--- src/hw/rtl/assert_macros.svh ---
// Assertion macros for the RTL files that carry checks.
`ifndef ASSERT_MACROS_SVH
`define ASSERT_MACROS_SVH

// Plain property, sampled on the rising clock, off while in reset.
`define WSD_ASSERT(lbl, prop, msg) \
  lbl: assert property (@(posedge clk_i) disable iff (!rst_ni) (prop)) else $error(msg);

// Antecedent this cycle, consequent on the next clock edge.
`define WSD_ASSERT_NEXT(lbl, ante, cons, msg) \
  lbl: assert property (@(posedge clk_i) disable iff (!rst_ni) (ante) |=> (cons)) \
    else $error(msg);

`endif

--- src/hw/rtl/wsd_pkg.sv ---
// Shared types and constants of the WebSocket deframer.
package wsd_pkg;

  // Width of the message size counter; the cap is clamped to 2^W - 1.
  localparam int unsigned MsgSizeW = 32;
  localparam logic [63:0] SizeLimit = (64'd1 << MsgSizeW) - 64'd1;

  localparam logic [31:0] CapReset = 32'd16777216;

  // Result kinds
  localparam logic [2:0] KIND_MSG_BYTE  = 3'd0;
  localparam logic [2:0] KIND_MSG_END   = 3'd1;
  localparam logic [2:0] KIND_PONG_BYTE = 3'd2;
  localparam logic [2:0] KIND_PONG_END  = 3'd3;
  localparam logic [2:0] KIND_CLOSE     = 3'd4;

  // Close status codes
  localparam logic [9:0] CLOSE_NORMAL   = 10'd1000;
  localparam logic [9:0] CLOSE_PROTOCOL = 10'd1002;
  localparam logic [9:0] CLOSE_TOO_BIG  = 10'd1009;

  // Frame opcodes
  localparam logic [3:0] OP_CONT   = 4'h0;
  localparam logic [3:0] OP_TEXT   = 4'h1;
  localparam logic [3:0] OP_BINARY = 4'h2;
  localparam logic [3:0] OP_CLOSE  = 4'h8;
  localparam logic [3:0] OP_PING   = 4'h9;
  localparam logic [3:0] OP_PONG   = 4'hA;

  // Result queue
  localparam int unsigned RqDepth = 4;
  localparam int unsigned RqAw    = $clog2(RqDepth);

  typedef struct packed {
    logic [2:0] kind;
    logic [7:0] data;
    logic       text;
    logic [9:0] code;
  } result_t;

  // Up to two results per input item; vld[1] only with vld[0].
  typedef struct packed {
    logic [1:0] vld;
    result_t    r0;
    result_t    r1;
  } step_t;

endpackage

--- src/hw/rtl/wsd_parser.sv ---
// Frame parser: header, extended length, mask key, unmasking and message state.
module wsd_parser import wsd_pkg::*; (
  input  logic        clk_i,
  input  logic        rst_ni,
  input  logic        fire_i,
  input  logic [7:0]  in_byte_i,
  input  logic [31:0] cap_i,
  output step_t       step_o,
  output logic        closed_o
);

  localparam logic [2:0] PH_HEAD0   = 3'd0;
  localparam logic [2:0] PH_HEAD1   = 3'd1;
  localparam logic [2:0] PH_EXTLEN  = 3'd2;
  localparam logic [2:0] PH_MASK    = 3'd3;
  localparam logic [2:0] PH_PAYLOAD = 3'd4;

  logic [2:0]  phase_q, phase_d;
  logic [2:0]  hcount_q, hcount_d;
  logic        fin_q, fin_d;
  logic [3:0]  opcode_q, opcode_d;
  logic        rsv_q, rsv_d;
  logic        masked_q, masked_d;
  logic [63:0] flen_q, flen_d;
  logic [31:0] remain_q, remain_d;
  logic [31:0] key_q, key_d;
  logic [1:0]  midx_q, midx_d;
  logic        rejected_q, rejected_d;
  logic        assembling_q, assembling_d;
  logic        text_q, text_d;
  logic [31:0] msize_q, msize_d;
  logic        closed_q, closed_d;

  logic        ld_go, fe_go, ld_masked;
  logic [63:0] ld_len, ext_len;
  logic [32:0] size_sum;
  logic [6:0]  len7;
  logic [7:0]  plain;
  logic [31:0] remain_dec;
  logic        pay_v, late_v;
  result_t     pay_r, late_r;

  assign len7       = in_byte_i[6:0];
  assign ext_len    = {flen_q[55:0], in_byte_i};
  assign plain      = in_byte_i ^ key_q[{~midx_q, 3'b000} +: 8];
  assign remain_dec = remain_q - 32'd1;
  assign size_sum   = {1'b0, msize_q} + {1'b0, ld_len[31:0]};

  always_comb begin
    phase_d      = phase_q;
    hcount_d     = hcount_q;
    fin_d        = fin_q;
    opcode_d     = opcode_q;
    rsv_d        = rsv_q;
    masked_d     = masked_q;
    flen_d       = flen_q;
    remain_d     = remain_q;
    key_d        = key_q;
    midx_d       = midx_q;
    rejected_d   = rejected_q;
    assembling_d = assembling_q;
    text_d       = text_q;
    msize_d      = msize_q;
    closed_d     = closed_q;
    ld_go        = 1'b0;
    ld_len       = 64'd0;
    ld_masked    = masked_q;
    fe_go        = 1'b0;
    pay_v        = 1'b0;
    pay_r        = '0;
    late_v       = 1'b0;
    late_r       = '0;

    if (fire_i && !closed_q) begin
      case (phase_q)
        PH_HEAD0: begin
          fin_d    = in_byte_i[7];
          rsv_d    = |in_byte_i[6:4];
          opcode_d = in_byte_i[3:0];
          phase_d  = PH_HEAD1;
        end
        PH_HEAD1: begin
          masked_d  = in_byte_i[7];
          ld_masked = in_byte_i[7];
          if (rsv_q || (opcode_q[3] && (!fin_q || len7 > 7'd125)) ||
              !(opcode_q inside {OP_CONT, OP_TEXT, OP_BINARY, OP_CLOSE, OP_PING, OP_PONG}))
          begin
            late_v   = 1'b1;
            late_r   = '{kind: KIND_CLOSE, data: 8'd0, text: 1'b0, code: CLOSE_PROTOCOL};
            closed_d = 1'b1;
          end else if (len7 == 7'd126) begin
            flen_d   = 64'd0;
            hcount_d = 3'd1;
            phase_d  = PH_EXTLEN;
          end else if (len7 == 7'd127) begin
            flen_d   = 64'd0;
            hcount_d = 3'd7;
            phase_d  = PH_EXTLEN;
          end else begin
            flen_d = {57'd0, len7};
            ld_go  = 1'b1;
            ld_len = {57'd0, len7};
          end
        end
        PH_EXTLEN: begin
          flen_d = ext_len;
          if (hcount_q == 3'd0) begin
            ld_go  = 1'b1;
            ld_len = ext_len;
          end else begin
            hcount_d = hcount_q - 3'd1;
          end
        end
        PH_MASK: begin
          key_d = {key_q[23:0], in_byte_i};
          if (hcount_q == 3'd0) begin
            midx_d = 2'd0;
            if (remain_q == 32'd0) fe_go = 1'b1;
            else phase_d = PH_PAYLOAD;
          end else begin
            hcount_d = hcount_q - 3'd1;
          end
        end
        PH_PAYLOAD: begin
          midx_d = midx_q + 2'd1;
          if (opcode_q[3]) begin
            if (opcode_q == OP_PING) begin
              pay_v = 1'b1;
              pay_r = '{kind: KIND_PONG_BYTE, data: plain, text: 1'b0, code: 10'd0};
            end
          end else if (!rejected_q) begin
            pay_v = 1'b1;
            pay_r = '{kind: KIND_MSG_BYTE, data: plain, text: text_q, code: 10'd0};
          end
          remain_d = remain_dec;
          if (remain_dec == 32'd0) fe_go = 1'b1;
        end
        default: phase_d = PH_HEAD0;
      endcase

      // Length complete: sanity, size cap, then message bookkeeping
      if (ld_go) begin
        if (ld_len[63] || !ld_masked) begin
          late_v   = 1'b1;
          late_r   = '{kind: KIND_CLOSE, data: 8'd0, text: 1'b0, code: CLOSE_PROTOCOL};
          closed_d = 1'b1;
        end else if ((|ld_len[62:32]) || ld_len[31:0] > cap_i || size_sum > {1'b0, cap_i})
        begin
          late_v   = 1'b1;
          late_r   = '{kind: KIND_CLOSE, data: 8'd0, text: 1'b0, code: CLOSE_TOO_BIG};
          closed_d = 1'b1;
        end else begin
          rejected_d = 1'b0;
          if (!opcode_q[3]) begin
            if (opcode_q == OP_CONT) begin
              if (!assembling_q) rejected_d = 1'b1;
              else msize_d = size_sum[31:0];
            end else if (assembling_q) begin
              rejected_d = 1'b1;
            end else begin
              assembling_d = 1'b1;
              text_d       = (opcode_q == OP_TEXT);
              msize_d      = ld_len[31:0];
            end
          end
          remain_d = ld_len[31:0];
          key_d    = 32'd0;
          hcount_d = 3'd3;
          phase_d  = PH_MASK;
        end
      end

      if (fe_go) begin
        phase_d = PH_HEAD0;
        if (opcode_q[3]) begin
          if (opcode_q == OP_CLOSE) begin
            late_v   = 1'b1;
            late_r   = '{kind: KIND_CLOSE, data: 8'd0, text: 1'b0, code: CLOSE_NORMAL};
            closed_d = 1'b1;
          end else if (opcode_q == OP_PING) begin
            late_v = 1'b1;
            late_r = '{kind: KIND_PONG_END, data: 8'd0, text: 1'b0, code: 10'd0};
          end
        end else if (rejected_q) begin
          rejected_d = 1'b0;
          late_v     = 1'b1;
          late_r     = '{kind: KIND_CLOSE, data: 8'd0, text: 1'b0, code: CLOSE_PROTOCOL};
          closed_d   = 1'b1;
        end else if (fin_q) begin
          late_v       = 1'b1;
          late_r       = '{kind: KIND_MSG_END, data: 8'd0, text: text_q, code: 10'd0};
          assembling_d = 1'b0;
          msize_d      = 32'd0;
        end
      end
    end
  end

  // Pack results so that the first slot is always filled first
  always_comb begin
    if (pay_v) begin
      step_o.vld = {late_v, 1'b1};
      step_o.r0  = pay_r;
      step_o.r1  = late_r;
    end else begin
      step_o.vld = {1'b0, late_v};
      step_o.r0  = late_r;
      step_o.r1  = '0;
    end
  end

  assign closed_o = closed_q;

  always_ff @(posedge clk_i or negedge rst_ni) begin
    if (!rst_ni) begin
      phase_q      <= PH_HEAD0;
      hcount_q     <= 3'd0;
      fin_q        <= 1'b0;
      opcode_q     <= 4'd0;
      rsv_q        <= 1'b0;
      masked_q     <= 1'b0;
      flen_q       <= 64'd0;
      remain_q     <= 32'd0;
      key_q        <= 32'd0;
      midx_q       <= 2'd0;
      rejected_q   <= 1'b0;
      assembling_q <= 1'b0;
      text_q       <= 1'b0;
      msize_q      <= 32'd0;
      closed_q     <= 1'b0;
    end else begin
      phase_q      <= phase_d;
      hcount_q     <= hcount_d;
      fin_q        <= fin_d;
      opcode_q     <= opcode_d;
      rsv_q        <= rsv_d;
      masked_q     <= masked_d;
      flen_q       <= flen_d;
      remain_q     <= remain_d;
      key_q        <= key_d;
      midx_q       <= midx_d;
      rejected_q   <= rejected_d;
      assembling_q <= assembling_d;
      text_q       <= text_d;
      msize_q      <= msize_d;
      closed_q     <= closed_d;
    end
  end

endmodule

--- src/hw/rtl/wsd_result_fifo.sv ---
// Result queue: takes up to two results per cycle, hands out one per cycle while out_ready_i is high.
module wsd_result_fifo import wsd_pkg::*; (
  input  logic    clk_i,
  input  logic    rst_ni,
  input  step_t   step_i,
  output logic    room_o,
  output logic    out_valid_o,
  input  logic    out_ready_i,
  output result_t out_r_o
);

  result_t mem_q [RqDepth];

  logic [RqAw-1:0] wptr_q, wptr_d, rptr_q, rptr_d;
  logic [RqAw:0]   cnt_q, cnt_d;
  logic            pop;

  assign out_valid_o = (cnt_q != '0);
  assign out_r_o     = mem_q[rptr_q];
  assign pop         = out_valid_o && out_ready_i;
  // Room for a full two-result item, judged before this cycle's pop
  assign room_o      = (cnt_q <= (RqAw+1)'(RqDepth - 2));

  assign wptr_d = wptr_q + RqAw'(step_i.vld[0]) + RqAw'(step_i.vld[1]);
  assign rptr_d = rptr_q + RqAw'(pop);
  assign cnt_d  = cnt_q + (RqAw+1)'(step_i.vld[0]) + (RqAw+1)'(step_i.vld[1])
                  - (RqAw+1)'(pop);

  always_ff @(posedge clk_i) begin
    if (step_i.vld[0]) mem_q[wptr_q] <= step_i.r0;
    if (step_i.vld[1]) mem_q[wptr_q + RqAw'(1)] <= step_i.r1;
  end

  always_ff @(posedge clk_i or negedge rst_ni) begin
    if (!rst_ni) begin
      wptr_q <= '0;
      rptr_q <= '0;
      cnt_q  <= '0;
    end else begin
      wptr_q <= wptr_d;
      rptr_q <= rptr_d;
      cnt_q  <= cnt_d;
    end
  end

endmodule

--- src/hw/rtl/websocket_client_frame_deframer.sv ---
// Top level of the WebSocket client-to-server frame deframer.
//
//   channel | direction | payload
//   in      | sink      | in_byte_i
//   out     | source    | kind_o, data_o, message_text_o, close_code_o
//   cfg     | sink      | cfg_data_i (max_message_bytes)
//
// One byte is taken every clock while in_ready_o is high; the parser updates its state
// in the same edge and writes zero, one or two results into a four-entry result queue.
// Results leave one per clock while out_ready_i is high, so in_ready_o drops when the
// queue holds more than two results; a stalled output fills it within a few items.
// Reset clears all parser state and the queue; no clearing pass is needed.
// After a close result, bytes are still taken but produce nothing.
`include "assert_macros.svh"

module websocket_client_frame_deframer import wsd_pkg::*; (
  input  logic        clk_i,
  input  logic        rst_ni,
  input  logic        in_valid_i,
  output logic        in_ready_o,
  input  logic [7:0]  in_byte_i,
  output logic        out_valid_o,
  input  logic        out_ready_i,
  output logic [2:0]  kind_o,
  output logic [7:0]  data_o,
  output logic        message_text_o,
  output logic [9:0]  close_code_o,
  input  logic        cfg_valid_i,
  output logic        cfg_ready_o,
  input  logic [31:0] cfg_data_i
);

  logic [31:0] max_bytes_q;
  logic [31:0] cap;
  logic        room, in_fire, closed;
  step_t       step;
  result_t     out_r;

  assign cfg_ready_o = 1'b1;
  assign in_ready_o  = room;
  assign in_fire     = in_valid_i && in_ready_o;

  // Cap clamped to what the message size counter can hold
  assign cap = ({32'd0, max_bytes_q} > SizeLimit) ? SizeLimit[31:0] : max_bytes_q;

  always_ff @(posedge clk_i or negedge rst_ni) begin
    if (!rst_ni) begin
      max_bytes_q <= CapReset;
    end else if (cfg_valid_i && cfg_ready_o) begin
      max_bytes_q <= cfg_data_i;
    end
  end

  wsd_parser u_parser (
    .clk_i     (clk_i),
    .rst_ni    (rst_ni),
    .fire_i    (in_fire),
    .in_byte_i (in_byte_i),
    .cap_i     (cap),
    .step_o    (step),
    .closed_o  (closed)
  );

  wsd_result_fifo u_fifo (
    .clk_i       (clk_i),
    .rst_ni      (rst_ni),
    .step_i      (step),
    .room_o      (room),
    .out_valid_o (out_valid_o),
    .out_ready_i (out_ready_i),
    .out_r_o     (out_r)
  );

  assign kind_o         = out_r.kind;
  assign data_o         = out_r.data;
  assign message_text_o = out_r.text;
  assign close_code_o   = out_r.code;

  `WSD_ASSERT(a_step_packed, !step.vld[1] || step.vld[0], "second result without first")
  `WSD_ASSERT(a_step_needs_item, step.vld == 2'b00 || in_fire, "result without an item")
  `WSD_ASSERT(a_quiet_after_close, !closed || step.vld == 2'b00, "result after close")
  `WSD_ASSERT(a_stall_means_backlog, in_ready_o || out_valid_o, "input stalled on empty queue")
  `WSD_ASSERT_NEXT(a_close_latches, closed, closed, "close flag dropped")

endmodule

--- config.mk ---
export PLATFORM = sky130hd
export DESIGN_NAME = websocket_client_frame_deframer
export DESIGN_NICKNAME = d
export VERILOG_FILES = /design/src/hw/rtl/wsd_pkg.sv /design/src/hw/rtl/wsd_parser.sv /design/src/hw/rtl/wsd_result_fifo.sv /design/src/hw/rtl/websocket_client_frame_deframer.sv
export VERILOG_INCLUDE_DIRS = /design/src /design/src/hw/rtl
export SDC_FILE = /design/constraint.sdc
export NUM_CORES = 1
export LEC_CHECK = 0
export ABC_CLOCK_PERIOD_IN_PS = 15120
export BUFFER_PORTS_ARGS = -buffer_cell sky130_fd_sc_hd__buf_2
export CAP_MARGIN = 20
export CORE_UTILIZATION = 36
export DETAILED_ROUTE_END_ITERATION = 12
export GPL_TIMING_DRIVEN = 0
export PLACE_DENSITY = 0.62
export SYNTH_ARGS = -nofsm -noshare
export SYNTH_HDL_FRONTEND = slang
export SYNTH_SLANG_ARGS = --single-unit
--- constraint.sdc ---
create_clock -name clk_i -period 15.12 [get_ports clk_i]
set_input_delay 3.024 -clock clk_i [delete_from_list [all_inputs] [get_ports clk_i]]
set_output_delay 3.024 -clock clk_i [all_outputs]
set_load 0.01 [all_outputs]
# == After elaboration in Yosys (flattened, before gate mapping) ==
# Memory sizes are Yosys's and may differ from the RTL's.
# Index checks and enable logic that the tools add are counted.
# op_classes
addsub,11
multipliers,0
n_div,0
n_lt_le_gt_ge,4
eq_ne,13
shifts,1
n_mux,128
bitwise,7
n_reduce_logical,31
# op_table
op,count
2-to-1 mux 32 bit,20
2-to-1 mux 22 bit,15
2-to-1 mux 64 bit,3
one-hot mux 64 bit (2 select lines),1
one-hot mux 56 bit (2 select lines),1
logical NOT 32 bit,2
2-to-1 mux 1 bit,60
2-to-1 mux 56 bit,1
2-to-1 mux 3 bit,16
2-to-1 mux 46 bit,1
adder 32 x 32 -> 33 bit,1
> comparator 33 x 32 -> 1 bit,1
> comparator 32 bit,1
indexed part select 32 x 6 -> 8 bit,1
subtractor 32 x 1 -> 32 bit (second input constant),1
OR reduction 31 bit,1
2-to-1 mux 21 bit,1
2-to-1 mux 19 bit,1
equality test 7 bit (second input constant),2
2-to-1 mux 7 bit,2
equality test 4 bit (second input constant),3
one-hot mux 3 bit (4 select lines),1
bitwise XOR 8 bit,1
> comparator 7 bit (second input constant),1
32 further kinds,57
# word_totals
ff_bits,210
latchBits,0
ramBits,88
romBits,0
inputBits,45
out_inout_bits,25
elab_cells,215
mem_count,1
# mem_list
name,words,word_bits,rd,rd_ports_with_merged_regs,write_ports,line_no,text
u_fifo.mem_q,4,22,1,0,2,wsd_result_fifo.sv:12,result_t mem_q [RqDepth];

# == Longest topological paths before layout ==
# Gate-level depths: netlist (run 1).
# logic_depth
depth_word,24
ltp_mapped,35
mapped_depth_nobuf,32

# == By module ==
# A second synthesis (run 1) with hierarchy kept.
# hier_totals
hier_cells,1793
hier_area_um2,18880.6
# modules_own_cells
module,n_inst,cells_each,area_each_um2,seq_area_each_um2
wsd_parser,1,1475,12902.4,4279.1
wsd_result_fifo,1,247,4614.4,2817.7
websocket_client_frame_deframer,1,71,1363.8,802.0

# == Worst setup path before layout (run 1) ==
# OpenSTA, ideal clock, no wires.
# synth_timing
kind,input-to-reg
startpoint,input in_valid_i
endpoint,register u_fifo.cnt_q[2]
setup_time_ns,0.123
arrival_time_ns,9.289
required_time_ns,14.997
setup_slack_ns,5.708
cell_stages,31
n_path_buf,4
path_cell_list,nand2_1 -> or2_2 -> clkbuf_1 -> clkbuf_1 -> buf_1 -> buf_1 -> nor2_1 -> ha_1 -> a21oi_1 -> inv_1 -> nor4_1 -> a211oi_1 -> o41ai_1 -> o2111a_1 -> o21ai_0 -> xor2_1 -> ha_1 -> a21o_1 -> a211o_1 -> a221oi_1 -> o21ai_0 -> o21ai_0 -> nand4b_1 -> o211ai_1 -> nand2_1 -> inv_1 -> ha_1 -> inv_1 -> fa_1 -> fa_1 -> xnor2_1
# synth_via
elab_chain_cells,18
word_cells_on_any_way,21
cone_classes,4 x add/sub; 1 x order compare; 13 x mux; 3 x reduce/logical
# synth_rtl
item,line_no,text
"start, declared",websocket_client_frame_deframer.sv:19,"input logic in_valid_i,"
logical AND 1 bit (*),websocket_client_frame_deframer.sv:41,assign in_fire = in_valid_i && in_ready_o;
logical AND 1 bit (*),wsd_parser.sv:74,if (fire_i && !closed_q) begin
2-to-1 mux 32 bit,wsd_parser.sv:74,
adder 32 x 32 -> 33 bit,wsd_parser.sv:47,"assign size_sum = {1'b0, msize_q} + {1'b0, ld_len[31:0]};"
> comparator 33 x 32 -> 1 bit,wsd_parser.sv:147,"end else if ((|ld_len[62:32]) || ld_len[31:0] > cap_i || size_sum > {1'b0, cap_i})"
logical OR 1 bit,wsd_parser.sv:147,
2-to-1 mux 1 bit,wsd_parser.sv:147,
2-to-1 mux 1 bit,wsd_parser.sv:143,if (ld_len[63] || !ld_masked) begin
[... 3 more ...],--,
2-to-1 mux 1 bit,wsd_parser.sv:175,if (opcode_q[3]) begin
2-to-1 mux 1 bit,wsd_parser.sv:173,if (fe_go) begin
2-to-1 mux 1 bit,wsd_parser.sv:74,
2-to-1 mux 46 bit (*),wsd_parser.sv:201,if (pay_v) begin
adder 3 x 1 -> 3 bit,wsd_result_fifo.sv:26,assign cnt_d = cnt_q + (RqAw+1)'(step_i.vld[0]) + (RqAw+1)'(step_i.vld[1])
adder 3 x 1 -> 3 bit (*),wsd_result_fifo.sv:26,
subtractor 3 x 1 -> 3 bit (*),wsd_result_fifo.sv:27,- (RqAw+1)'(pop);
net u_fifo.cnt_d[2],wsd_result_fifo.sv:15,"logic [RqAw:0] cnt_q, cnt_d;"
"end signal, assigned",wsd_result_fifo.sv:42,cnt_q <= cnt_d;
"end, declared",wsd_result_fifo.sv:15,
# Mark *: on every way through the listed nets, which the timed path passes. The rest lies on a longest branch.
# A chain may end at the register's enable or synchronous reset.

==> results.txt, run 1 <==
----------------------------------------------------
[Routing]
  DRC errors left ... 0
  Via/cell ratio ... between 5 and 6
  Via total after detailed routing ... 14.6k
  Final WL ... approximately 50,000 um
  Detailed-router iteration count before antenna repair ... 5
  Post-DRT Antenna Nets ... 0
  Detail-routed net length per standard cell ... slightly above 20 um
  Iter 0 DRT Violations ... about 1.4k

[STA]
  RSZ-0062 raised after global routing ... no
  Max-slew violation total from the final report ... 0
  Worst-case setup margin in the final layout ... 3.72 ns
  Final critical-path required period ... about 11 ns
  Worst-margin pin slew ... just under 1 ns
  Share of the cycle needed by the critical path after routing ... 0.754
  Total of endpoints with negative setup slack in the final report ... 0
  Max Clock Freq ... 87.7 MHz
  Sum of negative setup slack ... 0 ns
  Worst slew margin ... 0.339
  Hold Fails Final Rpt ... 0
  Post-route clock skew ... ~0.014 ns

[Placed design]
  Gp weighted congestion ... approximately 0.97
  Number of placed cells counting well taps ... about 2.4k
  Quantity of I/O buffers inserted on ports ... 65
  Post-DP HPWL ... about 38,000 um
  Post-DP Area ... 17,700 um2
  Worst slack after detailed placement ... around 3.3 ns

[Critical path]
  Maximum fanout along the worst path ... 10
  Worst endpoint data arrival time ... 11.66 ns
  Bufs and invs on worst path ... 6
  CP top delay family ... compound AO/OA/AOI/OAI gates
  Req. time, crit path ... 15.38 ns
  Worst-case register-to-register setup slack ... approximately 5.5 ns
  Maximum single-stage delay on the critical path ... around 0.8 ns
  Kind of critical path ... input port to register
  Startpoint types ... input port
  Endpoint kind of the worst setup timing path ... register
  Critical path's slowest cell ... sky130_fd_sc_hd__a21oi_1

[Clocking]
  Clock Latency Late Sink ... 0.61 ns
  Clk sink count ... 270
  Worst-path clk slew ... roughly 0.060 ns
  Number of clock buffers inserted by TritonCTS ... 31
  Post-CTS setup repair buffer count ... 0
  Total of hold buffers inserted after clock tree synthesis ... 0
  H-Tree Level Count ... 1
  Bufs on Longest Clock Path ... 3
  CTS tree ... done
  Gates resized, CTS repair ... 0
  Clock Root Buffer ... sky130_fd_sc_hd__clkbuf_16

[Global routing]
  Number of antenna violations at the first check in global routing ... 0
  Largest net degree at the start of global routing ... 107
  Most utilized layer in the global route result ... met2
  Via count of the first global-routing pass ... between 10k and 15k
  Met3 track demand over resource in global routing ... 0.0331
  GRT met1 Usage ... 0.308
  GR Layer Usage met2 ... 0.329
  Sum of overflow across all layers after global routing ... 0
  Total routing resource utilization after global routing ... 0.218
  First-pass GRT wire length ... 80,400 um

[Job]
  Number of violations of the max-capacitance limit ... 0

[Finish]
  Post-route insts no fill ... about 2.5k
  Area of all sequential standard cells ... just under 7000 um2
  Share of final-layout standard cells stronger than drive strength 1 ... 0.102
  Post-route cell area ... approximately 19,000 um2
  Count of inserted antenna diode cells ... 0
  Total of fill cells in the finished design ... roughly 4.4k
  Layout area overhead ... 13.3%
  Final net count ... slightly above 2k
  Area occupied by multi-input gates ... between 9000 and 10,000 um2

[Power and ir drop]
  Switch share ... 0.364
  Proportion of power drawn by the clock network ... 0.330
  Net switching power figure ... approximately 0.90 mW
  Design Power ... between 2 and 2.5 mW
  Peak supply drop ... roughly 87 uV
  Fraction of power consumed by sequential logic ... 0.351
  Part of the total power dissipated in combinational logic ... 0.319
  Static leakage ... about 8.3 nW
  Power density over cell area ... 132 nW/um2
  Int Power ... about 1.6 mW

[Logic synthesis]
  Async set-or-reset flop fraction in the synthesized netlist ... 0.778
  Number of instances in the synthesized netlist ... 1,768
  Sequential element share of the synthesized area ... 0.407
  Mux contribution to synthesized area ... 0.0416
  Synthesized-area fraction occupied by ao, oa, aoi and oai cells ... 0.239
  Yosys warning total ... 0
  Share of synthesized cell area in full adder, half adder and majority cells ... 0.0841
  Syn_nets ... 1,922
  EDFF count, synth ... 28
  Dominant combinational cell family by area after synthesis ... compound AO/OA/AOI/OAI gates
  Synthesized flop and latch total ... 270
  Most common flop cell mapped by yosys ... sky130_fd_sc_hd__dfrtp_1
  Basic-gate share of the synthesized area counting and, or, nand and nor cells ... 0.155
  Parity-gate share of the synthesized area counting xor and xnor cells ... 0.0254
  Post-Syn Area ... between 15,000 and 20,000 um2
  Synth unique cells ... 90
  Mapped Avg Cell Area ... between 9 and 10 um2

[Floorplan]
  Number of top-level pins ... 70
  Initial Util ... 0.365
  Die Footprint ... roughly 47,000 um2
  # rows ... 78
  Die height ... around 220 um
  Core box area ... between 40,000 and 50,000 um2
  Die Wd ... approximately 220 um

[Run status]
  Status ... completed

[Hold path]
  Hold Path Class ... register to register

----------------------------------------------------
cell usage after synthesis, types with 6 or more instances:
cell type	number	share of area
sky130_fd_sc_hd__a31oi_1	9	0.0034
sky130_fd_sc_hd__o21ai_0	124	0.037
sky130_fd_sc_hd__o31ai_1	19	0.0086
sky130_fd_sc_hd__xor2_1	15	0.0079
sky130_fd_sc_hd__ha_1	105	0.079
sky130_fd_sc_hd__buf_1	9	0.0020
sky130_fd_sc_hd__nor2b_1	11	0.0042
sky130_fd_sc_hd__or3_1	10	0.0038
sky130_fd_sc_hd__a21o_1	25	0.011
sky130_fd_sc_hd__a22o_1	134	0.071
sky130_fd_sc_hd__a21oi_1	81	0.024
sky130_fd_sc_hd__o21a_1	7	0.0032
sky130_fd_sc_hd__and2_1	14	0.0053
sky130_fd_sc_hd__nand2_1	194	0.044
sky130_fd_sc_hd__nor2_1	150	0.034
sky130_fd_sc_hd__dfrtp_1	209	0.32
sky130_fd_sc_hd__a211oi_1	20	0.0091
sky130_fd_sc_hd__edfxtp_1	28	0.051
sky130_fd_sc_hd__nor3_1	52	0.016
sky130_fd_sc_hd__nand4_1	23	0.0087
sky130_fd_sc_hd__a22oi_1	8	0.0036
sky130_fd_sc_hd__clkbuf_1	78	0.018
sky130_fd_sc_hd__o32ai_1	8	0.0042
sky130_fd_sc_hd__nand2b_1	12	0.0045
sky130_fd_sc_hd__buf_4	8	0.0036
sky130_fd_sc_hd__inv_1	94	0.021
sky130_fd_sc_hd__nor4_1	14	0.0053
sky130_fd_sc_hd__or2_2	6	0.0023
sky130_fd_sc_hd__mux4_2	23	0.031
sky130_fd_sc_hd__nand3_1	31	0.0094
sky130_fd_sc_hd__xnor2_1	33	0.017
sky130_fd_sc_hd__o211ai_1	9	0.0041
sky130_fd_sc_hd__dfxtp_1	32	0.039
sky130_fd_sc_hd__a32o_1	10	0.0060
sky130_fd_sc_hd__o22ai_1	27	0.010
sky130_fd_sc_hd__mux2i_1	7	0.0042
sky130_fd_sc_hd__o221ai_1	12	0.0063
sky130_fd_sc_hd__mux2_2	9	0.0061
per-stage QoR:
stage / utilization / hold slack (ns)
2_1_floorplan: - / 0.444
3_3_place_gp: 0.389 / 0.456
3_5_place_dp: 0.390 / 0.459
4_1_cts: 0.414 / 0.476
5_1_grt: 0.414 / 0.488
6_report: 0.414 / 0.475
power by group through the flow:
stage / registers, mW / clock network (mW) / logic [mW]
after floorplan: 0.863 / 0 / 0.538
after global placement: 0.879 / 0 / 0.758
after detailed placement: 0.882 / 0 / 0.776
after CTS: 0.869 / 0.830 / 0.780
after global routing: 0.880 / 0.862 / 0.867
final: 0.871 / 0.818 / 0.790
worst paths after layout:
kind                                          start                   to  cells past startpoint
worst min-delay path            u_fifo.mem_q[3][14]  u_fifo.mem_q[3][14]                      1
worst min register to register  u_fifo.mem_q[3][14]  u_fifo.mem_q[3][14]                      1
worst max register to register      u_fifo.cnt_q[1]  u_fifo.mem_q[3][10]                     29
min in group asynchronous                    rst_ni              cap[12]                      1
worst max-delay path                     in_valid_i  u_fifo.mem_q[3][10]                     27
max in group asynchronous                    rst_ni   u_parser.key_q[27]                      2
sequential cells by signal, summed over array words and instances (netlist names), 2 cells and up:
signal and flops:
cap 32, u_fifo.cnt_q 3, u_fifo.mem_q 60, u_fifo.rptr_q 2, u_fifo.wptr_q 2, u_parser.flen_q 56, u_parser.hcount_q 3, u_parser.key_q 32
u_parser.midx_q 2, u_parser.msize_q 32, u_parser.opcode_q 4, u_parser.phase_q 3, u_parser.remain_q 32
placed cells by master (no fill, tap or decap), types with 7 or more instances in the layout:
| master | count |
|---|---|
| sky130_fd_sc_hd__o221ai_1 | 12 |
| sky130_fd_sc_hd__nand2_1 | 194 |
| sky130_fd_sc_hd__buf_1 | 9 |
| sky130_fd_sc_hd__o211ai_1 | 9 |
| sky130_fd_sc_hd__a32o_1 | 10 |
| sky130_fd_sc_hd__nor4_1 | 14 |
| sky130_fd_sc_hd__a211oi_1 | 20 |
| sky130_fd_sc_hd__a21o_1 | 25 |
| sky130_fd_sc_hd__xnor2_1 | 33 |
| sky130_fd_sc_hd__clkbuf_16 | 31 |
| sky130_fd_sc_hd__nor2b_1 | 11 |
| sky130_fd_sc_hd__nand2b_1 | 12 |
| sky130_fd_sc_hd__a22oi_1 | 8 |
| sky130_fd_sc_hd__o21a_1 | 7 |
| sky130_fd_sc_hd__o32ai_1 | 8 |
| sky130_fd_sc_hd__nor3_1 | 52 |
| sky130_fd_sc_hd__buf_4 | 8 |
| sky130_fd_sc_hd__o31ai_1 | 19 |
| sky130_fd_sc_hd__o22ai_1 | 27 |
| sky130_fd_sc_hd__and2_1 | 14 |
| sky130_fd_sc_hd__mux2i_1 | 7 |
| sky130_fd_sc_hd__ha_1 | 105 |
| sky130_fd_sc_hd__dfxtp_1 | 32 |
| sky130_fd_sc_hd__nor2_1 | 150 |
| sky130_fd_sc_hd__o21ai_0 | 124 |
| sky130_fd_sc_hd__mux4_2 | 23 |
| sky130_fd_sc_hd__nand3_1 | 31 |
| sky130_fd_sc_hd__clkbuf_1 | 84 |
| sky130_fd_sc_hd__buf_2 | 68 |
| sky130_fd_sc_hd__edfxtp_1 | 28 |
| sky130_fd_sc_hd__inv_1 | 94 |
| sky130_fd_sc_hd__a31oi_1 | 9 |
| sky130_fd_sc_hd__a21oi_1 | 81 |
| sky130_fd_sc_hd__a22o_1 | 134 |
| sky130_fd_sc_hd__or3_1 | 10 |
| sky130_fd_sc_hd__mux2_2 | 9 |
| sky130_fd_sc_hd__xor2_1 | 15 |
| sky130_fd_sc_hd__dfrtp_1 | 209 |
| sky130_fd_sc_hd__nand4_1 | 23 |
worst reg2reg max path: cells and delay by family (launching register included):
kind | cells | cell delay (ns)
AOI/OAI and AO/OA | 12 | 3.83
buffers and inverters | 6 | 2.41
and+or+nand+nor | 7 | 1.62
adders and majority gates | 3 | 0.87
DFF | 1 | 0.34
xor gates and xnor gates | 1 | 0.26
kinds of logic after synthesis:
family	after synthesis
AOI/OAI and AO/OA	555
buffers and inverters	197
DFF	270
and+or+nand+nor	548
adders and majority gates	109
xor gates and xnor gates	48
other	2
muxes	39
metal layers:
metal | vias up | routed length, um
li1 | 6762 | -
met1 | 7087 | 22700
met2 | 588 | 22400
met3 | 151 | 3910
met4 | 0 | 2130
met5 | - | 0
layout make-up:
type                            count  share of cell area
Multi-Input combinational cell   1301               0.482
Sequential cell                   270               0.359
Clock buffer                       41              0.0455
Tap cell                          600              0.0400
Buffer                            101              0.0229
Timing Repair Buffer               66              0.0193
Inverter                           96              0.0192
Clock inverter                     15              0.0125
(Power assumes the default switching activity.)
==> run 2, diff against run 1 <==
--- a/config.mk
+++ b/config.mk
@@ -6,13 +6,13 @@
 export SDC_FILE = /design/constraint.sdc
 export NUM_CORES = 1
 export LEC_CHECK = 0
-export ABC_CLOCK_PERIOD_IN_PS = 15120
+export ABC_CLOCK_PERIOD_IN_PS = 9800
 export BUFFER_PORTS_ARGS = -buffer_cell sky130_fd_sc_hd__buf_2
 export CAP_MARGIN = 20
 export CORE_UTILIZATION = 36
 export DETAILED_ROUTE_END_ITERATION = 12
 export GPL_TIMING_DRIVEN = 0
-export PLACE_DENSITY = 0.62
+export PLACE_DENSITY = 0.64
 export SYNTH_ARGS = -nofsm -noshare
 export SYNTH_HDL_FRONTEND = slang
 export SYNTH_SLANG_ARGS = --single-unit
==> constraint.sdc (replaced) <==
create_clock -name clk_i -period 9.8 [get_ports clk_i]
set_input_delay 1.96 -clock clk_i [delete_from_list [all_inputs] [get_ports clk_i]]
set_output_delay 1.96 -clock clk_i [all_outputs]
set_load 0.01 [all_outputs]
==> run 2 against run 1 <==
- clock skew hardly changed
- critical endpoint is now u_fifo.cnt_q[2]
- register-to-register slack lost 4.4 ns
- utilization about the same
- highest routed layer unchanged
- power increased by 52%
- largest cell class unchanged
- global-route usage is 0.21 points higher
- design area increased by 0.11%
- sequential cell count stayed put
- die area did not move
- cell count rose by 0.16%
- wire length increased by 1.5%
==> results.txt, run 2 (same netlist as run 1, synthesis figures left out) <==
----------------------------------------------------
[Run status]
  Status ... completed (unchanged)

[Clocking]
  CTS tree ... done (unchanged)
  Number of clock buffers inserted by TritonCTS ... 31 (unchanged)
  Total of hold buffers inserted after clock tree synthesis ... 0 (unchanged)
  Clock Latency Late Sink ... 0.61 ns (about the same)
  H-Tree Level Count ... 1 (unchanged)
  Bufs on Longest Clock Path ... 3 (unchanged)
  Worst-path clk slew ... 0.06 ns (about the same)
  Clk sink count ... 270 (unchanged)
  Clock Root Buffer ... sky130_fd_sc_hd__clkbuf_16 (unchanged)

[Finish]
  Leading cell type in the layout, fill and taps excluded ... sky130_fd_sc_hd__dfrtp_1 (unchanged)
  Count of inserted antenna diode cells ... 0 (unchanged)
  Post-route cell area ... 18,800 um2 (about the same)
  Flip-flop count of the largest register, all copies and words added ... 60 (unchanged)
  Final net count ... 2,023 (was 2,021)
  Largest register by flop count ... u_fifo.mem_q (unchanged)
  Share of final-layout standard cells stronger than drive strength 1 ... 0.110 (was 0.102)
  Most frequent cells in the layout ... sky130_fd_sc_hd__dfrtp_1 (209), sky130_fd_sc_hd__nand2_1 (194), sky130_fd_sc_hd__nor2_1 (150) (unchanged)
  Total of fill cells in the finished design ... 4,483 (was 4,409)
  Top flop regs ... u_fifo.mem_q: 60 flops, u_parser.flen_q: 56 flops (unchanged)
  Layout area overhead ... 13.4% (was 13.3%)
  Share of the core filled with cells in the final layout ... 0.414 (about the same)

[Critical path]
  Worst endpoint data arrival time ... 9.83 ns (was 11.66 ns)
  Endpoint kind of the worst setup timing path ... register (unchanged)
  Req. time, crit path ... 10.29 ns (was 15.38 ns)
  Critical path's slowest cell ... sky130_fd_sc_hd__a2111oi_0 (was sky130_fd_sc_hd__a21oi_1)
  Startpoint types ... input port (unchanged)
  CP top delay family ... compound AO/OA/AOI/OAI gates (unchanged)
  Maximum single-stage delay on the critical path ... 0.75 ns (was 0.78 ns)
  Kind of critical path ... input port to register (unchanged)
  Maximum fanout along the worst path ... 8 (was 10)
  Bufs and invs on worst path ... 4 (was 6)

[STA]
  Max Clock Freq ... 107 MHz
  Share of the cycle needed by the critical path after routing ... 0.953
  Worst-case setup margin in the final layout ... 0.457 ns (was 3.72 ns)
  Post-route clock skew ... 0.0134 ns (was 0.0136 ns)
  Max-slew violation total from the final report ... 0 (unchanged)
  Total of endpoints with negative setup slack in the final report ... 0 (unchanged)
  Final critical-path required period ... a little over 9 ns
  RSZ-0062 raised after global routing ... no (unchanged)
  Hold Fails Final Rpt ... 0 (unchanged)
  Worst slew margin ... 0.359 (was 0.339)
  Worst-margin pin slew ... 0.955 ns (was 0.985 ns)

[Power and ir drop]
  Design Power ... 3.78 mW (was 2.48 mW)
  Part of the total power dissipated in combinational logic ... 0.324 (was 0.319)
  Peak supply drop ... 147 uV (was 87.3 uV)
  Net switching power figure ... 1.41 mW (was 0.903 mW)
  Power density over cell area ... 201 nW/um2 (was 132 nW/um2)
  Proportion of power drawn by the clock network ... 0.320 (was 0.330)
  Fraction of power consumed by sequential logic ... 0.356 (was 0.351)
  Static leakage ... 8.35 nW (was 8.32 nW)
  Switch share ... 0.373 (was 0.364)
  Int Power ... 2.37 mW (was 1.58 mW)

[Floorplan]
  Number of top-level pins ... 70 (unchanged)
  # rows ... 78 (unchanged)
  Core box area ... 45,400 um2 (unchanged)
  Die Footprint ... 46,900 um2 (unchanged)
  Initial Util ... 0.365 (unchanged)
  Die height ... 217 um (unchanged)
  Die Wd ... 217 um (unchanged)

[Placed design]
  Worst slack after detailed placement ... -1.17 ns (was 3.27 ns)
  Post-DP HPWL ... 38,600 um (was 37,800 um)
  Gp weighted congestion ... 0.923 (was 0.970)
  Quantity of I/O buffers inserted on ports ... 65 (unchanged)
  Post-DP Area ... 17,700 um2 (unchanged)

[Routing]
  Via total after detailed routing ... 14.7k (was 14.6k)
  Post-DRT Antenna Nets ... 0 (unchanged)
  Detailed-router iteration count before antenna repair ... 6 (was 5)
  Iter 0 DRT Violations ... 1,232 (was 1,398)
  DRC errors left ... 0 (unchanged)
  Via/cell ratio ... 5.89 (was 5.86)
  Final WL ... 51,900 um (was 51,100 um)
  Detail-routed net length per standard cell ... 20.8 um (was 20.5 um)

[Job]
  Number of violations of the max-capacitance limit ... 0 (unchanged)

[Global routing]
  First-pass GRT wire length ... 81,600 um (was 80,400 um)
  Sum of overflow across all layers after global routing ... 0 (unchanged)
  Total routing resource utilization after global routing ... 0.220 (was 0.218)
  Via count of the first global-routing pass ... 14.2k (was 14.1k)
  Largest net degree at the start of global routing ... 114 (was 107)
  Number of antenna violations at the first check in global routing ... 0 (unchanged)

[Hold path]
  Hold Path Class ... register to register (unchanged)

----------------------------------------------------
-- run 2: layer usage --
metal / vias up / part of all wire / GRT usage
met2: 608 / 0.44 / 0.341
met4: 0 / 0.038 / 0.0812
met1: 7193 / 0.45 / 0.312
li1: 6779 / - / -
met5: - / 0 / 0
met3: 120 / 0.075 / 0.0291
-- run 2: layout make-up --
cell class,count,area (um2),area share
inverter,96,360,0.0192
multi-input combinational,1301,9060,0.482
timing repair buffer,68,378,0.0201
clock buffer,47,958,0.0510
buffer,101,434,0.0231
clock inverter,11,105,0.00559
tap,600,751,0.0400
sequential,270,6740,0.359
-- run 2: power groups by stage --
stage	clock network, mW	logic [mW]	registers [mW]
global route	1.27	1.34	1.36
CTS	1.23	1.21	1.34
floorplan	0	0.831	1.33
detailed placement	0	1.20	1.36
finish	1.21	1.22	1.35
global placement	0	1.17	1.36
-- run 2: what timing repair did --
action                     4_1_cts  5_1_grt
setup endpoints to repair      104      127
pin swaps                        0        1
resized for setup                4        5
setup buffers                    0        2
-- run 2: path summary, 6_finish.rpt --
path,slack [ns],startpoint,depth (start not counted),endpoint
min reg2reg,0.47,u_fifo.mem_q[2][13],1,u_fifo.mem_q[2][13]
min in group asynchronous,1.44,rst_ni,1,u_fifo.rptr_q[1]
max reg2reg,1.06,u_parser.phase_q[2],32,u_fifo.cnt_q[2]
max in group asynchronous,7.36,rst_ni,2,cap[13]
min,0.47,u_fifo.mem_q[2][13],1,u_fifo.mem_q[2][13]
max,0.46,in_byte_i[6],32,u_fifo.cnt_q[2]
-- run 2: per-stage QoR --
step / setup TNS (ns) / cells / hold WS, ns
floorplan: 0 / 1768 / 0.444
global route: 0 / 2494 / 0.491
finish: 0 / 2494 / 0.472
CTS: 0 / 2492 / 0.477
global placement: -116.84 / 2433 / 0.456
detailed placement: -128.25 / 2434 / 0.461
-- run 2: worst register-to-register path: cells and delay by family, from the launching register on --
family / cells / cell delay [ns]
flip-flops: 1 / 0.37
buffers and inverters: 4 / 0.61
XOR/XNOR: 2 / 0.24
adder cells (fa/ha/maj): 5 / 1.46
AND/OR/NAND/NOR: 9 / 2.05
AO/OA/AOI/OAI: 12 / 3.90
